**src/hw/rtl/motor_reply_frame_receiver_top_assert.svh**
```systemverilog
// Assertion macros used by the top level of the motor reply frame receiver RTL.
`ifndef MOTOR_REPLY_FRAME_RECEIVER_TOP_ASSERT_SVH
`define MOTOR_REPLY_FRAME_RECEIVER_TOP_ASSERT_SVH

// Same-cycle implication, disabled while reset is asserted.
`define MRFR_ASSERT_IMPL(lbl, clk, rst_n, ante, cons) \
	lbl: assert property (@(posedge clk) disable iff (!rst_n) (ante) |-> (cons)) \
		else $error("motor reply frame receiver: assertion failed");

// Next-cycle implication, disabled while reset is asserted.
`define MRFR_ASSERT_NEXT(lbl, clk, rst_n, ante, cons) \
	lbl: assert property (@(posedge clk) disable iff (!rst_n) (ante) |=> (cons)) \
		else $error("motor reply frame receiver: assertion failed");

`endif

```
**src/hw/rtl/mrfr_pkg.sv**
```systemverilog
// Types, constants and the CRC function of the motor reply frame receiver.
`default_nettype none
package mrfr_pkg;

	localparam logic [15:0] CRC_INIT = 16'hFFFF;
	localparam logic [15:0] CRC_POLY = 16'hA001;

	localparam logic [7:0]  FN_READ        = 8'h43;
	localparam logic [7:0]  FN_WRITE       = 8'h44;
	localparam logic [31:0] ADDR_SPEED     = 32'h0051_0050;
	localparam logic [31:0] ADDR_ENCODER   = 32'h1551_1550;
	localparam logic [31:0] ADDR_SET_SPEED = 32'h0031_0021;
	localparam logic [31:0] ADDR_ENABLE    = 32'h1833_1823;

	localparam logic [14:0] STEP_LIMIT_RESET = 15'd2000;

	typedef enum logic [2:0] {
		ST_SHORT       = 3'd0,
		ST_CRC_BAD     = 3'd1,
		ST_SPEED       = 3'd2,
		ST_ENCODER     = 3'd3,
		ST_WRITE_ACK   = 3'd4,
		ST_OTHER       = 3'd5,
		ST_UNDECODABLE = 3'd6
	} status_t;

	// Summary of a frame at its final byte, handed from the framer to the decoder.
	typedef struct packed {
		logic        crc_ok;
		logic        too_short;
		logic        undecodable;
		logic [7:0]  fn;
		logic [31:0] addr;
		logic [15:0] lv;
		logic [15:0] rv;
	} frame_info_t;

	typedef struct packed {
		status_t     status;
		logic [15:0] lv;
		logic [15:0] rv;
		logic [15:0] ld;
		logic [15:0] rd;
		logic        dv;
	} result_t;

	// One byte of the reflected Modbus CRC-16.
	function automatic logic [15:0] crc16_byte(input logic [15:0] crc, input logic [7:0] b);
		logic [15:0] c;
		c = crc ^ {8'h00, b};
		for (int i = 0; i < 8; i++) begin
			c = c[0] ? ((c >> 1) ^ CRC_POLY) : (c >> 1);
		end
		return c;
	endfunction

endpackage
`default_nettype wire

```
**src/hw/rtl/mrfr_if.sv**
```systemverilog
// Handshake channel interfaces of the motor reply frame receiver.
`default_nettype none
interface mrfr_rx_if;
	logic       valid;
	logic       ready;
	logic [7:0] rx_byte;
	logic       last_byte;
	modport source (output valid, output rx_byte, output last_byte, input ready);
	modport sink (input valid, input rx_byte, input last_byte, output ready);
endinterface

interface mrfr_res_if;
	logic              valid;
	logic              ready;
	logic [2:0]        frame_status;
	logic signed [15:0] left_value;
	logic signed [15:0] right_value;
	logic signed [15:0] left_delta;
	logic signed [15:0] right_delta;
	logic              delta_valid;
	modport source (output valid, output frame_status, output left_value, output right_value,
		output left_delta, output right_delta, output delta_valid, input ready);
	modport sink (input valid, input frame_status, input left_value, input right_value,
		input left_delta, input right_delta, input delta_valid, output ready);
endinterface

interface mrfr_cfg_if;
	logic        valid;
	logic        ready;
	logic [14:0] step_limit;
	modport source (output valid, output step_limit, input ready);
	modport sink (input valid, input step_limit, output ready);
endinterface
`default_nettype wire

```
**src/hw/rtl/mrfr_frame.sv**
```systemverilog
// Frame tracker: CRC accumulation, byte count, byte delay line and header capture.
`default_nettype none
module mrfr_frame
	import mrfr_pkg::*;
#(
	parameter int MAX_FRAME_LEN = 256
) (
	input  wire logic        clk,
	input  wire logic        arst_n,
	input  wire logic        adv,
	input  wire logic [7:0]  byte_s1,
	input  wire logic        last_s1,
	output frame_info_t      info
);

	localparam int CW = $clog2(MAX_FRAME_LEN + 1);

	logic [15:0]   crc_q;
	logic [CW-1:0] count_q;
	logic [7:0]    dly0_q;
	logic [7:0]    dly1_q;
	logic [7:0]    hdr_q [0:8];
	logic [7:0]    hdr_eff [0:8];
	logic [15:0]   crc_upd;
	logic          crc_take;

	// The byte two places back is known not to belong to the CRC field.
	assign crc_take = (count_q >= CW'(2));
	assign crc_upd  = crc_take ? crc16_byte(crc_q, dly1_q) : crc_q;

	for (genvar i = 0; i < 9; i++) begin : g_hdr
		assign hdr_eff[i] = (count_q == CW'(i + 1)) ? byte_s1 : hdr_q[i];

		always_ff @(posedge clk) begin
			if (adv && (count_q == CW'(i + 1))) begin
				hdr_q[i] <= byte_s1;
			end
		end
	end

	always_ff @(posedge clk or negedge arst_n) begin
		if (!arst_n) begin
			crc_q   <= CRC_INIT;
			count_q <= '0;
		end else if (adv) begin
			if (last_s1) begin
				crc_q   <= CRC_INIT;
				count_q <= '0;
			end else begin
				crc_q <= crc_upd;
				if (count_q < CW'(MAX_FRAME_LEN)) begin
					count_q <= count_q + CW'(1);
				end
			end
		end
	end

	always_ff @(posedge clk) begin
		if (adv) begin
			dly0_q <= byte_s1;
			dly1_q <= dly0_q;
		end
	end

	always_comb begin
		info.crc_ok      = (crc_upd == {byte_s1, dly0_q});
		info.too_short   = (count_q < CW'(5));
		info.undecodable = (count_q < CW'(9));
		info.fn          = hdr_eff[0];
		info.addr        = {hdr_eff[4], hdr_eff[3], hdr_eff[2], hdr_eff[1]};
		info.lv          = {hdr_eff[5], hdr_eff[6]};
		info.rv          = {hdr_eff[7], hdr_eff[8]};
	end

endmodule
`default_nettype wire

```
**src/hw/rtl/mrfr_decode.sv**
```systemverilog
// Frame classifier, encoder delta check and result register.
`default_nettype none
module mrfr_decode
	import mrfr_pkg::*;
(
	input  wire logic        clk,
	input  wire logic        arst_n,
	input  wire logic        frame_end,
	input  wire frame_info_t info,
	input  wire logic [14:0] step_limit,
	input  wire logic        res_ready,
	output logic             res_valid,
	output result_t          res
);

	logic [15:0]        prev_left_q;
	logic [15:0]        prev_right_q;
	logic               valid_q;
	result_t            res_q;
	result_t            res_d;
	logic signed [16:0] ld_x;
	logic signed [16:0] rd_x;
	logic signed [16:0] lim_p;
	logic signed [16:0] lim_n;
	logic [15:0]        ld_raw;
	logic [15:0]        rd_raw;

	assign ld_raw = info.lv - prev_left_q;
	assign rd_raw = prev_right_q - info.rv;
	assign ld_x   = signed'({ld_raw[15], ld_raw});
	assign rd_x   = signed'({rd_raw[15], rd_raw});
	assign lim_p  = signed'({2'b00, step_limit});
	assign lim_n  = -lim_p;

	always_comb begin
		res_d = '0;
		priority if (info.too_short) begin
			res_d.status = ST_SHORT;
		end else if (!info.crc_ok) begin
			res_d.status = ST_CRC_BAD;
		end else if (info.undecodable) begin
			res_d.status = ST_UNDECODABLE;
		end else begin
			res_d.lv = info.lv;
			res_d.rv = info.rv;
			priority if (info.fn == FN_READ && info.addr == ADDR_SPEED) begin
				res_d.status = ST_SPEED;
			end else if (info.fn == FN_READ && info.addr == ADDR_ENCODER) begin
				res_d.status = ST_ENCODER;
				res_d.ld     = ld_raw;
				res_d.rd     = rd_raw;
				res_d.dv     = (ld_x <= lim_p) && (ld_x >= lim_n) &&
					(rd_x <= lim_p) && (rd_x >= lim_n);
			end else if (info.fn == FN_WRITE &&
				(info.addr == ADDR_SET_SPEED || info.addr == ADDR_ENABLE)) begin
				res_d.status = ST_WRITE_ACK;
			end else begin
				res_d.status = ST_OTHER;
			end
		end
	end

	always_ff @(posedge clk or negedge arst_n) begin
		if (!arst_n) begin
			valid_q      <= 1'b0;
			prev_left_q  <= '0;
			prev_right_q <= '0;
		end else begin
			if (frame_end) begin
				valid_q <= 1'b1;
			end else if (res_ready) begin
				valid_q <= 1'b0;
			end
			if (frame_end && res_d.status == ST_ENCODER) begin
				prev_left_q  <= info.lv;
				prev_right_q <= info.rv;
			end
		end
	end

	always_ff @(posedge clk) begin
		if (frame_end) begin
			res_q <= res_d;
		end
	end

	assign res_valid = valid_q;
	assign res       = res_q;

endmodule
`default_nettype wire

```
**src/hw/rtl/motor_reply_frame_receiver_top.sv**
```systemverilog
// Top level of the motor reply frame receiver.
// Path: a byte accepted from rx sits in the input stage; if it ends a frame and the result register
// is free or being emptied, its result is registered there and offered on the result channel.
// Throughput: one byte per cycle; only a held result stalls the input, via the result register.
// Reset: arst_n clears the frame state, previous counts, valid flags and sets step_limit to 2000.
`default_nettype none
module motor_reply_frame_receiver_top
	import mrfr_pkg::*;
#(
	parameter int MAX_FRAME_LEN = 256
) (
	input  wire logic   clk,
	input  wire logic   arst_n,
	mrfr_rx_if.sink     rx,
	mrfr_res_if.source  res,
	mrfr_cfg_if.sink    cfg
);

`include "motor_reply_frame_receiver_top_assert.svh"

	// Input stage: one accepted byte transaction waits here while the frame logic
	// folds it into the running CRC and header capture.
	logic        valid_s1;
	logic [7:0]  byte_s1;
	logic        last_s1;
	logic        adv_s1;
	logic [14:0] step_limit_q;
	logic        res_valid;
	frame_info_t info;
	result_t     res_data;

	// A byte that does not end a frame always moves on, since it produces no result.
	// A final byte moves on only when the result register is free or being emptied.
	assign adv_s1   = valid_s1 && (!last_s1 || !res_valid || res.ready);
	assign rx.ready = !valid_s1 || adv_s1;

	always_ff @(posedge clk or negedge arst_n) begin
		if (!arst_n) begin
			valid_s1 <= 1'b0;
		end else if (rx.valid && rx.ready) begin
			valid_s1 <= 1'b1;
		end else if (adv_s1) begin
			valid_s1 <= 1'b0;
		end
	end

	always_ff @(posedge clk) begin
		if (rx.valid && rx.ready) begin
			byte_s1 <= rx.rx_byte;
			last_s1 <= rx.last_byte;
		end
	end

	// The step limit register accepts a write transaction in every cycle.
	assign cfg.ready = 1'b1;

	always_ff @(posedge clk or negedge arst_n) begin
		if (!arst_n) begin
			step_limit_q <= STEP_LIMIT_RESET;
		end else if (cfg.valid) begin
			step_limit_q <= cfg.step_limit;
		end
	end

	mrfr_frame #(
		.MAX_FRAME_LEN(MAX_FRAME_LEN)
	) u_frame (
		.clk     (clk),
		.arst_n  (arst_n),
		.adv     (adv_s1),
		.byte_s1 (byte_s1),
		.last_s1 (last_s1),
		.info    (info)
	);

	mrfr_decode u_decode (
		.clk        (clk),
		.arst_n     (arst_n),
		.frame_end  (adv_s1 && last_s1),
		.info       (info),
		.step_limit (step_limit_q),
		.res_ready  (res.ready),
		.res_valid  (res_valid),
		.res        (res_data)
	);

	// Result channel driven straight from the result register.
	assign res.valid        = res_valid;
	assign res.frame_status = res_data.status;
	assign res.left_value   = signed'(res_data.lv);
	assign res.right_value  = signed'(res_data.rv);
	assign res.left_delta   = signed'(res_data.ld);
	assign res.right_delta  = signed'(res_data.rd);
	assign res.delta_valid  = res_data.dv;

	// A new result only appears after a final byte left the input stage.
	`MRFR_ASSERT_IMPL(a_res_from_last, clk, arst_n, $rose(res_valid), $past(adv_s1 && last_s1))
	// An empty input stage never refuses a byte.
	`MRFR_ASSERT_IMPL(a_ready_when_empty, clk, arst_n, !valid_s1, rx.ready)
	// Only encoder replies can flag a valid step.
	`MRFR_ASSERT_IMPL(a_dv_encoder, clk, arst_n, res_valid && res_data.dv,
		res_data.status == ST_ENCODER)

endmodule
`default_nettype wire
```
**src/flat_wrapper.sv**
```systemverilog
// flat-port wrapper written by rule: the top's interface ports become plain ports
module motor_reply_frame_receiver_top_flat import mrfr_pkg::*;
#(
	parameter int MAX_FRAME_LEN = 256
)
  (clk, arst_n, rx_valid, rx_rx_byte, rx_last_byte, rx_ready, res_valid, res_frame_status, res_left_value, res_right_value, res_left_delta, res_right_delta, res_delta_valid, res_ready, cfg_valid, cfg_step_limit, cfg_ready);
  mrfr_rx_if rx_i ();
  mrfr_res_if res_i ();
  mrfr_cfg_if cfg_i ();
  input  wire logic clk;
  input  wire logic arst_n;
  input wire logic [$bits(rx_i.valid)-1:0] rx_valid;
  input wire logic [$bits(rx_i.rx_byte)-1:0] rx_rx_byte;
  input wire logic [$bits(rx_i.last_byte)-1:0] rx_last_byte;
  output wire logic [$bits(rx_i.ready)-1:0] rx_ready;
  output wire logic [$bits(res_i.valid)-1:0] res_valid;
  output wire logic [$bits(res_i.frame_status)-1:0] res_frame_status;
  output wire logic [$bits(res_i.left_value)-1:0] res_left_value;
  output wire logic [$bits(res_i.right_value)-1:0] res_right_value;
  output wire logic [$bits(res_i.left_delta)-1:0] res_left_delta;
  output wire logic [$bits(res_i.right_delta)-1:0] res_right_delta;
  output wire logic [$bits(res_i.delta_valid)-1:0] res_delta_valid;
  input wire logic [$bits(res_i.ready)-1:0] res_ready;
  input wire logic [$bits(cfg_i.valid)-1:0] cfg_valid;
  input wire logic [$bits(cfg_i.step_limit)-1:0] cfg_step_limit;
  output wire logic [$bits(cfg_i.ready)-1:0] cfg_ready;
  assign rx_i.valid = rx_valid;
  assign rx_i.rx_byte = rx_rx_byte;
  assign rx_i.last_byte = rx_last_byte;
  assign rx_ready = rx_i.ready;
  assign res_valid = res_i.valid;
  assign res_frame_status = res_i.frame_status;
  assign res_left_value = res_i.left_value;
  assign res_right_value = res_i.right_value;
  assign res_left_delta = res_i.left_delta;
  assign res_right_delta = res_i.right_delta;
  assign res_delta_valid = res_i.delta_valid;
  assign res_i.ready = res_ready;
  assign cfg_i.valid = cfg_valid;
  assign cfg_i.step_limit = cfg_step_limit;
  assign cfg_ready = cfg_i.ready;
  motor_reply_frame_receiver_top #(.MAX_FRAME_LEN(MAX_FRAME_LEN)) u_core (.clk(clk), .arst_n(arst_n), .rx(rx_i), .res(res_i), .cfg(cfg_i));
endmodule
```
**config.mk**
```make
export PLATFORM = sky130hd
export DESIGN_NAME = motor_reply_frame_receiver_top_flat
export DESIGN_NICKNAME = d
export VERILOG_FILES = /design/src/hw/rtl/mrfr_pkg.sv /design/src/hw/rtl/mrfr_if.sv /design/src/hw/rtl/mrfr_frame.sv /design/src/hw/rtl/mrfr_decode.sv /design/src/hw/rtl/motor_reply_frame_receiver_top.sv /design/src/flat_wrapper.sv
export VERILOG_INCLUDE_DIRS = /design/src /design/src/hw/rtl
export SDC_FILE = /design/constraint.sdc
export NUM_CORES = 1
export LEC_CHECK = 0
export ABC_AREA = 1
export BUFFER_PORTS_ARGS = -buffer_cell sky130_fd_sc_hd__buf_2
export CAP_MARGIN = 25
export CORE_MARGIN = 1
export CORE_UTILIZATION = 61
export DETAILED_ROUTE_END_ITERATION = 12
export PLACE_DENSITY = 0.76
export SETUP_SLACK_MARGIN = 0.3
export SLEW_MARGIN = 20
export SYNTH_ARGS = -nofsm -noshare
export SYNTH_HDL_FRONTEND = slang
export SYNTH_HIERARCHICAL = 1
export SYNTH_SLANG_ARGS = --single-unit
```
**constraint.sdc**
```tcl
create_clock -name clk -period 6.15 [get_ports clk]
set_input_delay 1.23 -clock clk [delete_from_list [all_inputs] [get_ports clk]]
set_output_delay 1.23 -clock clk [all_outputs]
set_load 0.02 [all_outputs]
```
==> flow_metrics.py, run 1 <==
metrics = {
    "layout": {
        "seqCellArea_um2": 6830,
        "drive_gt1_share_pct": 11.6,
        "design_area_um2": 15800,
        "area_delta_synth_final_pct": 11.8,
        "fin_cells": 2065,
        "multi_input_area_um2": 6210,
        "diodes": 0,
        "fillers": 1821,
        "fin_nets": 1889,
    },
    "pwr": {
        "power_mw": 4.43,
        "switching_share_pct": 29.9,
        "power.density_nw_per_um2": 281,
        "pwr-share-comb_pct": 20.7,
        "p_seq_share_pct": 43.2,
        "p_clk_share_pct": 36.1,
        "peakVddDrop_v": 0.000271,
        "p_int_mw": 3.11,
        "p_switching_mw": 1.33,
        "p_leak_nw": 7.69,
    },
    "critical_path": {
        "worstPathRequired_ps": 6550,
        "cp_data_arrival_time_ps": 5360,
        "cpLargestDelayFamily": "simple AND/OR/NAND/NOR gates",
        "cp_num_buf_inv": 2,
        "path_common_cell": "nand2_1",
        "crit_type": "reg -> reg",
        "max_stage_delay_ps": 420,
        "critPathSlowestCell": "xor2_1",
        "end_kind": "flip-flop",
        "cp_max_fo": 17,
        "critPathLaunchType": "flip-flop",
    },
    "synthesis": {
        "avgSynthCellArea_um2": 8.51,
        "yosysWarningCount": 6,
        "synthDistinctLibCells": 51,
        "yosys.area.top_type_share_pct": 35.1,
        "syn_inst": 1657,
        "async_flop_share_pct": 31.0,
        "synth-main-ff-cell": "edfxtp_1",
        "synth_seq_cells": 239,
        "synth_top_area_cell": "edfxtp_1",
        "syn_area_um2": 14100,
        "ys_seq_area_share_pct": 48.4,
        "synth_edf_count": 165,
        "syn_nets": 1785,
        "synthTopCellsByArea": "edfxtp_1, nand2_1, dfrtp_1, ha_1, inv_1",
    },
    "clock_tree": {
        "cts-resized-gates": 0,
        "cts_inserted_buffers": 25,
        "cts_root_buf": "clkbuf_16",
        "post_cts_buffers": 0,
        "clockBufferDepth": 3,
        "clkLatencyLatePin_ps": 550,
        "clock_sinks": 239,
        "ctsHoldBuffers": 0,
        "cts_tree": "built",
        "htree_levels": 1,
        "cts.clk_slew.worst_paths_ps": 70,
    },
    "global_route": {
        "grt_pass1_wl_mm": 56.9,
        "gr-usage-met2_pct": 51.2,
        "grt_pass1_vias": 10900,
        "grtUsageMet1_pct": 41.3,
        "busiest_layer": "met2",
        "grtUsageMet3_pct": 3.44,
        "grt_use_total_pct": 30.9,
        "grt_max_degree": 70,
        "antenna_found_initial": 0,
        "overflow": 0,
    },
    "timing": {
        "period_needed_ps": 4960,
        "skew_ps": 22.5,
        "finalHoldViolCount": 0,
        "finalMaxSlewViolations": 0,
        "finalSetupViolCount": 0,
        "max-slew-margin-rel_pct": 33.8,
        "finalCritPeriodShare_pct": 80.6,
        "holdWs_ps": 472,
        "grt_setup_unrepaired": "no",
        "max_freq_mhz": 202,
        "fin_tns_setup_ps": 0,
        "tightestPinTransition_ps": 992,
    },
    "die": {
        "io_pins": 100,
        "dieArea_um2": 23700,
        "rows": 55,
        "die_h_um": 154,
        "start_util_pct": 62.3,
        "die_w_um": 154,
        "coreArea_um2": 22600,
    },
    "detailed_routing": {
        "wl_mm": 36.0,
        "firstDrtPassIters": 5,
        "ant_nets": 0,
        "wl_per_cell_um": 17.4,
        "route.vias.total": 11600,
        "vias_per_cell": 5.63,
        "drc": 0,
        "drt_iter0_drc": 900,
    },
    "placement": {
        "globalplace.congestion": 0.985,
        "placed_cell_area_um2": 14900,
        "port_buffers": 98,
        "dp_cells": 2019,
        "hpwlAfterDp_mm": 26.0,
    },
    "run_status": {
        "status": "finished clean",
    },
    "worst_hold_path": {
        "min_path_type": "reg -> reg",
    },
    "run": {
        "drv_cap": 0,
    },
}
cells in the mapped netlist, types with 3 or more instances:
library cell,count
nor2_1,170
and2_1,6
dfstp_2,22
nand3_1,75
o21ai_1,5
ha_1,97
xor2_1,37
nor2_2,4
o21ai_2,4
a21oi_1,62
nor3_1,15
o21a_1,3
a21o_1,5
a22oi_1,9
o21bai_1,7
nand3b_1,4
clkbuf_1,20
xnor2_1,4
dfrtp_1,52
buf_6,4
o211ai_1,4
nor4_1,3
a32oi_1,3
edfxtp_1,165
nand2_1,442
o21ai_0,110
inv_1,232
buf_2,13
nor3_2,4
nand4_1,47
registers in the layout, summed over array words and instances (netlist names), 9 cells and up:
name	flops
u_core/u_decode/prev_left_q	16
u_core/step_limit_q	15
u_core/u_frame/crc_q	16
u_core/u_decode/res	68
u_core/u_frame/hdr_q	72
u_core/u_frame/count_q	9
u_core/u_decode/prev_right_q	16
stage by stage:
stage               util (%)  setup WS [ps]
floorplan                  -            693
global placement        65.8           1360
detailed placement      65.8           1310
CTS                     69.7           1280
global route            69.7            686
finish                  69.7           1190
logic make-up after synthesis:
logic type,synth area share [%]
other,0.0266
and+or+nand+nor,23.9
xor gates and xnor gates,2.55
adders and majority gates,8.89
DFF,48.4
AOI/OAI and AO/OA,8.54
buffers and inverters,7.62
area by class of cell:
class	count	area share, %
well taps	285	2.26
clock inverters	18	1.46
repair buffers	115	3.93
flip-flops and latches	239	43.3
inverters	235	5.59
multi-input cells	1145	39.3
clock buffers	28	4.10
tightest hold or removal path: stages (launching register included):
cell and delay, ps:
dfrtp_1 340, nand2_1 50, nand2_1 50
layout by cell type (no fill, tap or decap), drive strengths merged, types with 2 or more instances in the layout:
master,count
dfstp,22
a211oi,2
nor4,3
a31oi,2
a21oi,62
a22oi,9
dfrtp,52
clkinvlp,2
o21bai,7
bufinv,5
a21o,5
o21ai,119
nand4,48
nor3,20
inv,234
and2,6
buf,115
a32oi,3
nand2,444
edfxtp,165
clkinv,12
xor2,37
nand3b,4
fa,2
nand3,79
ha,97
or2,3
nor2,177
clkbuf,28
o211ai,4
o21a,3
xnor2,4
metal layers:
metal  routed length (um)  vias to the layer above
met1                15400                     5426
met2                16700                      443
met4                 1450                        0
li1                     -                     5679
met5                    0                        -
met3                 2410                       84
final timing paths:
path                                                  from                              end  slack (ps)  cells after the start
hold reg to reg            u_core/u_decode/prev_left_q[14]  u_core/u_decode/prev_left_q[14]         470                      2
setup / recovery                 u_core/u_frame/count_q[4]           u_core/u_decode/res[0]        1190                     28
max in group asynchronous                           arst_n          u_core/step_limit_q[11]        4500                      2
hold / removal             u_core/u_decode/prev_left_q[14]  u_core/u_decode/prev_left_q[14]         470                      2
setup reg to reg                 u_core/u_frame/count_q[4]           u_core/u_decode/res[0]        1190                     28
min in group asynchronous                           arst_n                  u_core/valid_s1         610                      1
power by group through the flow:
stage | sequential (mW) | clock, mW | combinational [mW]
final | 1.92 | 1.60 | 0.917
after floorplan | 1.96 | 0 | 0.644
after global placement | 1.94 | 0 | 0.875
after global routing | 1.93 | 1.69 | 1.03
after CTS | 1.91 | 1.63 | 0.903
after detailed placement | 1.95 | 0 | 0.897
(Power assumes the default switching activity.)
==> inputs of run 2 (changes only) <==
--- a/config.mk
+++ b/config.mk
@@ -10,9 +10,9 @@
 export BUFFER_PORTS_ARGS = -buffer_cell sky130_fd_sc_hd__buf_2
 export CAP_MARGIN = 25
 export CORE_MARGIN = 1
-export CORE_UTILIZATION = 61
+export CORE_UTILIZATION = 55
 export DETAILED_ROUTE_END_ITERATION = 12
-export PLACE_DENSITY = 0.76
+export PLACE_DENSITY = 0.73
 export SETUP_SLACK_MARGIN = 0.3
 export SLEW_MARGIN = 20
 export SYNTH_ARGS = -nofsm -noshare
==> constraint.sdc (replaced) <==
create_clock -name clk -period 4.2 [get_ports clk]
set_input_delay 0.84 -clock clk [delete_from_list [all_inputs] [get_ports clk]]
set_output_delay 0.84 -clock clk [all_outputs]
set_load 0.02 [all_outputs]
==> run 2 against run 1 <==
Effect of this change: the flow now finishes with violations (negative setup slack); cell count is 10% higher; core utilization increased by 2.3 points; sequential power rose by 46%; die area increased by 11%; sequential cell count is the same; cell area up 15%; clock skew is 12 ps lower; highest routed layer unchanged.
==> flow_metrics.py, run 2 (synthesis results as in run 1) <==
metrics = {
    "run_status": {
        "status": "finished, violations left",
        "violations": "negative setup slack",
    },
    "timing": {
        "finalCritPeriodShare_pct": 100,
        "fin_ws_ps": -8.73,
        "finalHoldViolCount": 0,
        "max-slew-margin-rel_pct": 30.1,
        "skew_ps": 10.1,
        "finalSetupViolCount": 1,
        "grt_setup_unrepaired": "yes",
        "finalMaxSlewViolations": 0,
        "period_needed_ps": 4210,
        "max_freq_mhz": 238,
        "tightestPinTransition_ps": 1050,
    },
    "die": {
        "coreArea_um2": 25200,
        "die_w_um": 162,
        "io_pins": 100,
        "rows": 58,
        "start_util_pct": 56.0,
        "dieArea_um2": 26300,
        "die_h_um": 162,
    },
    "global_route": {
        "grt_pass1_vias": 11800,
        "grt_use_total_pct": 30.3,
        "overflow": 0,
        "grt_pass1_wl_mm": 61.7,
        "antenna_found_initial": 0,
        "grt_max_degree": 75,
    },
    "critical_path": {
        "end_kind": "flip-flop",
        "crit_type": "reg -> reg",
        "cp_data_arrival_time_ps": 4520,
        "path_common_cell": "nand2_1",
        "critPathLaunchType": "flip-flop",
        "cp_max_fo": 6,
        "cp_num_buf_inv": 4,
        "max_stage_delay_ps": 410,
        "cpLargestDelayFamily": "simple AND/OR/NAND/NOR gates",
        "critPathSlowestCell": "dfrtp_1",
        "worstPathRequired_ps": 4510,
    },
    "layout": {
        "utilization_pct": 72.0,
        "diodes": 0,
        "fin_nets": 2050,
        "layout_common_cells": "nand2_1, inv_1, edfxtp_1",
        "fillers": 1841,
        "drive_gt1_share_pct": 26.4,
        "largest_register_ffs": 72,
        "fin_cells": 2273,
        "regMostFlops": "u_core/u_frame/hdr_q",
        "area_delta_synth_final_pct": 28.5,
        "mostFrequentLayoutCell": "nand2_1",
    },
    "pwr": {
        "peakVddDrop_v": 0.000463,
        "p_leak_nw": 8.69,
        "power.density_nw_per_um2": 380,
        "power_mw": 6.90,
    },
    "placement": {
        "hpwlAfterDp_mm": 27.2,
        "globalplace.congestion": 0.969,
        "dp_cells": 2147,
        "port_buffers": 98,
    },
    "clock_tree": {
        "cts_tree": "built",
        "clockBufferDepth": 3,
        "clock_sinks": 239,
        "cts.clk_slew.worst_paths_ps": 60,
        "clkLatencyLatePin_ps": 560,
        "htree_levels": 1,
        "cts_root_buf": "clkbuf_16",
        "cts_inserted_buffers": 27,
    },
    "worst_hold_path": {
        "min_path_type": "in -> async",
    },
    "detailed_routing": {
        "vias_per_cell": 5.62,
        "drt_iter0_drc": 1210,
        "route.vias.total": 12800,
        "wl_mm": 42.4,
        "firstDrtPassIters": 7,
        "wl_per_cell_um": 18.6,
        "ant_nets": 0,
        "drc": 0,
    },
    "run": {
        "drv_cap": 0,
    },
}
run 2: cell count changes in the layout (fill, tap and decap cells not counted), sizes merged:
cell,change
nand3,+2
clkinv,+3
buf,+154
clkbuf,+2
inv,+1
nand2,+1
run 2: path summary, 6_finish.rpt:
path	from	to	slack, ps	cells after the start
min in group clk	rx_rx_byte[5]	u_core/byte_s1[5]	450	1
worst max register to register	u_core/u_frame/count_q[7]	u_core/u_decode/res[0]	-9	31
worst min-delay path	arst_n	u_core/step_limit_q[14]	310	1
max in group asynchronous	arst_n	u_core/valid_s1	3320	1
worst min register to register	u_core/u_frame/dly0_q[0]	u_core/u_frame/dly1_q[0]	470	0
worst max-delay path	u_core/u_frame/count_q[7]	u_core/u_decode/res[0]	-9	31
run 2: what timing repair did:
| item | 4_1_cts | 5_1_grt |
|---|---|---|
| gates cloned | 1 | 4 |
| resized for setup | 100 | 123 |
| pin swaps | 50 | 62 |
| hold endpoints to repair | 0 | 0 |
| hold buffers | 0 | 0 |
| setup endpoints to repair | 33 | 97 |
| setup buffers | 52 | 19 |
run 2: cell type report:
cell class              count  area (um^2)  share of cell area, %
clock inverters            22          278                   1.53
well taps                 330          413                   2.28
inverters                 235          891                   4.91
clock buffers              28          679                   3.75
repair buffers            271         1990                   11.0
multi-input cells        1148         7050                   38.9
flip-flops and latches    239         6830                   37.7
run 2: per-layer routing:
layer | GRT usage, % | up-vias | wire [um]
met3 | 5.11 | 147 | 3280
li1 | - | 6005 | -
met5 | 0 | - | 0
met2 | 50.9 | 590 | 20700
met1 | 39.0 | 6035 | 16400
met4 | 11.9 | 0 | 1940
run 2: stage by stage:
step	instance area, um^2	hold slack, ps	setup TNS [ps]	setup slack (ps)
after floorplan	14100	441	0	300
after global placement	15600	454	-65.0	-65.0
after detailed placement	15600	458	-114	-114
after CTS	17300	441	0	225
after global routing	18100	364	-220	-220
final	18100	313	-8.73	-8.73
run 2: power breakdown:
part           leakage [nW]  switching, mW  total, mW  internal [mW]
logic                  5.73           1.03       1.56          0.527
registers              2.49         0.0884       2.80           2.71
clock network         0.475           1.04       2.54           1.51
total                  8.69           2.15       6.90           4.75
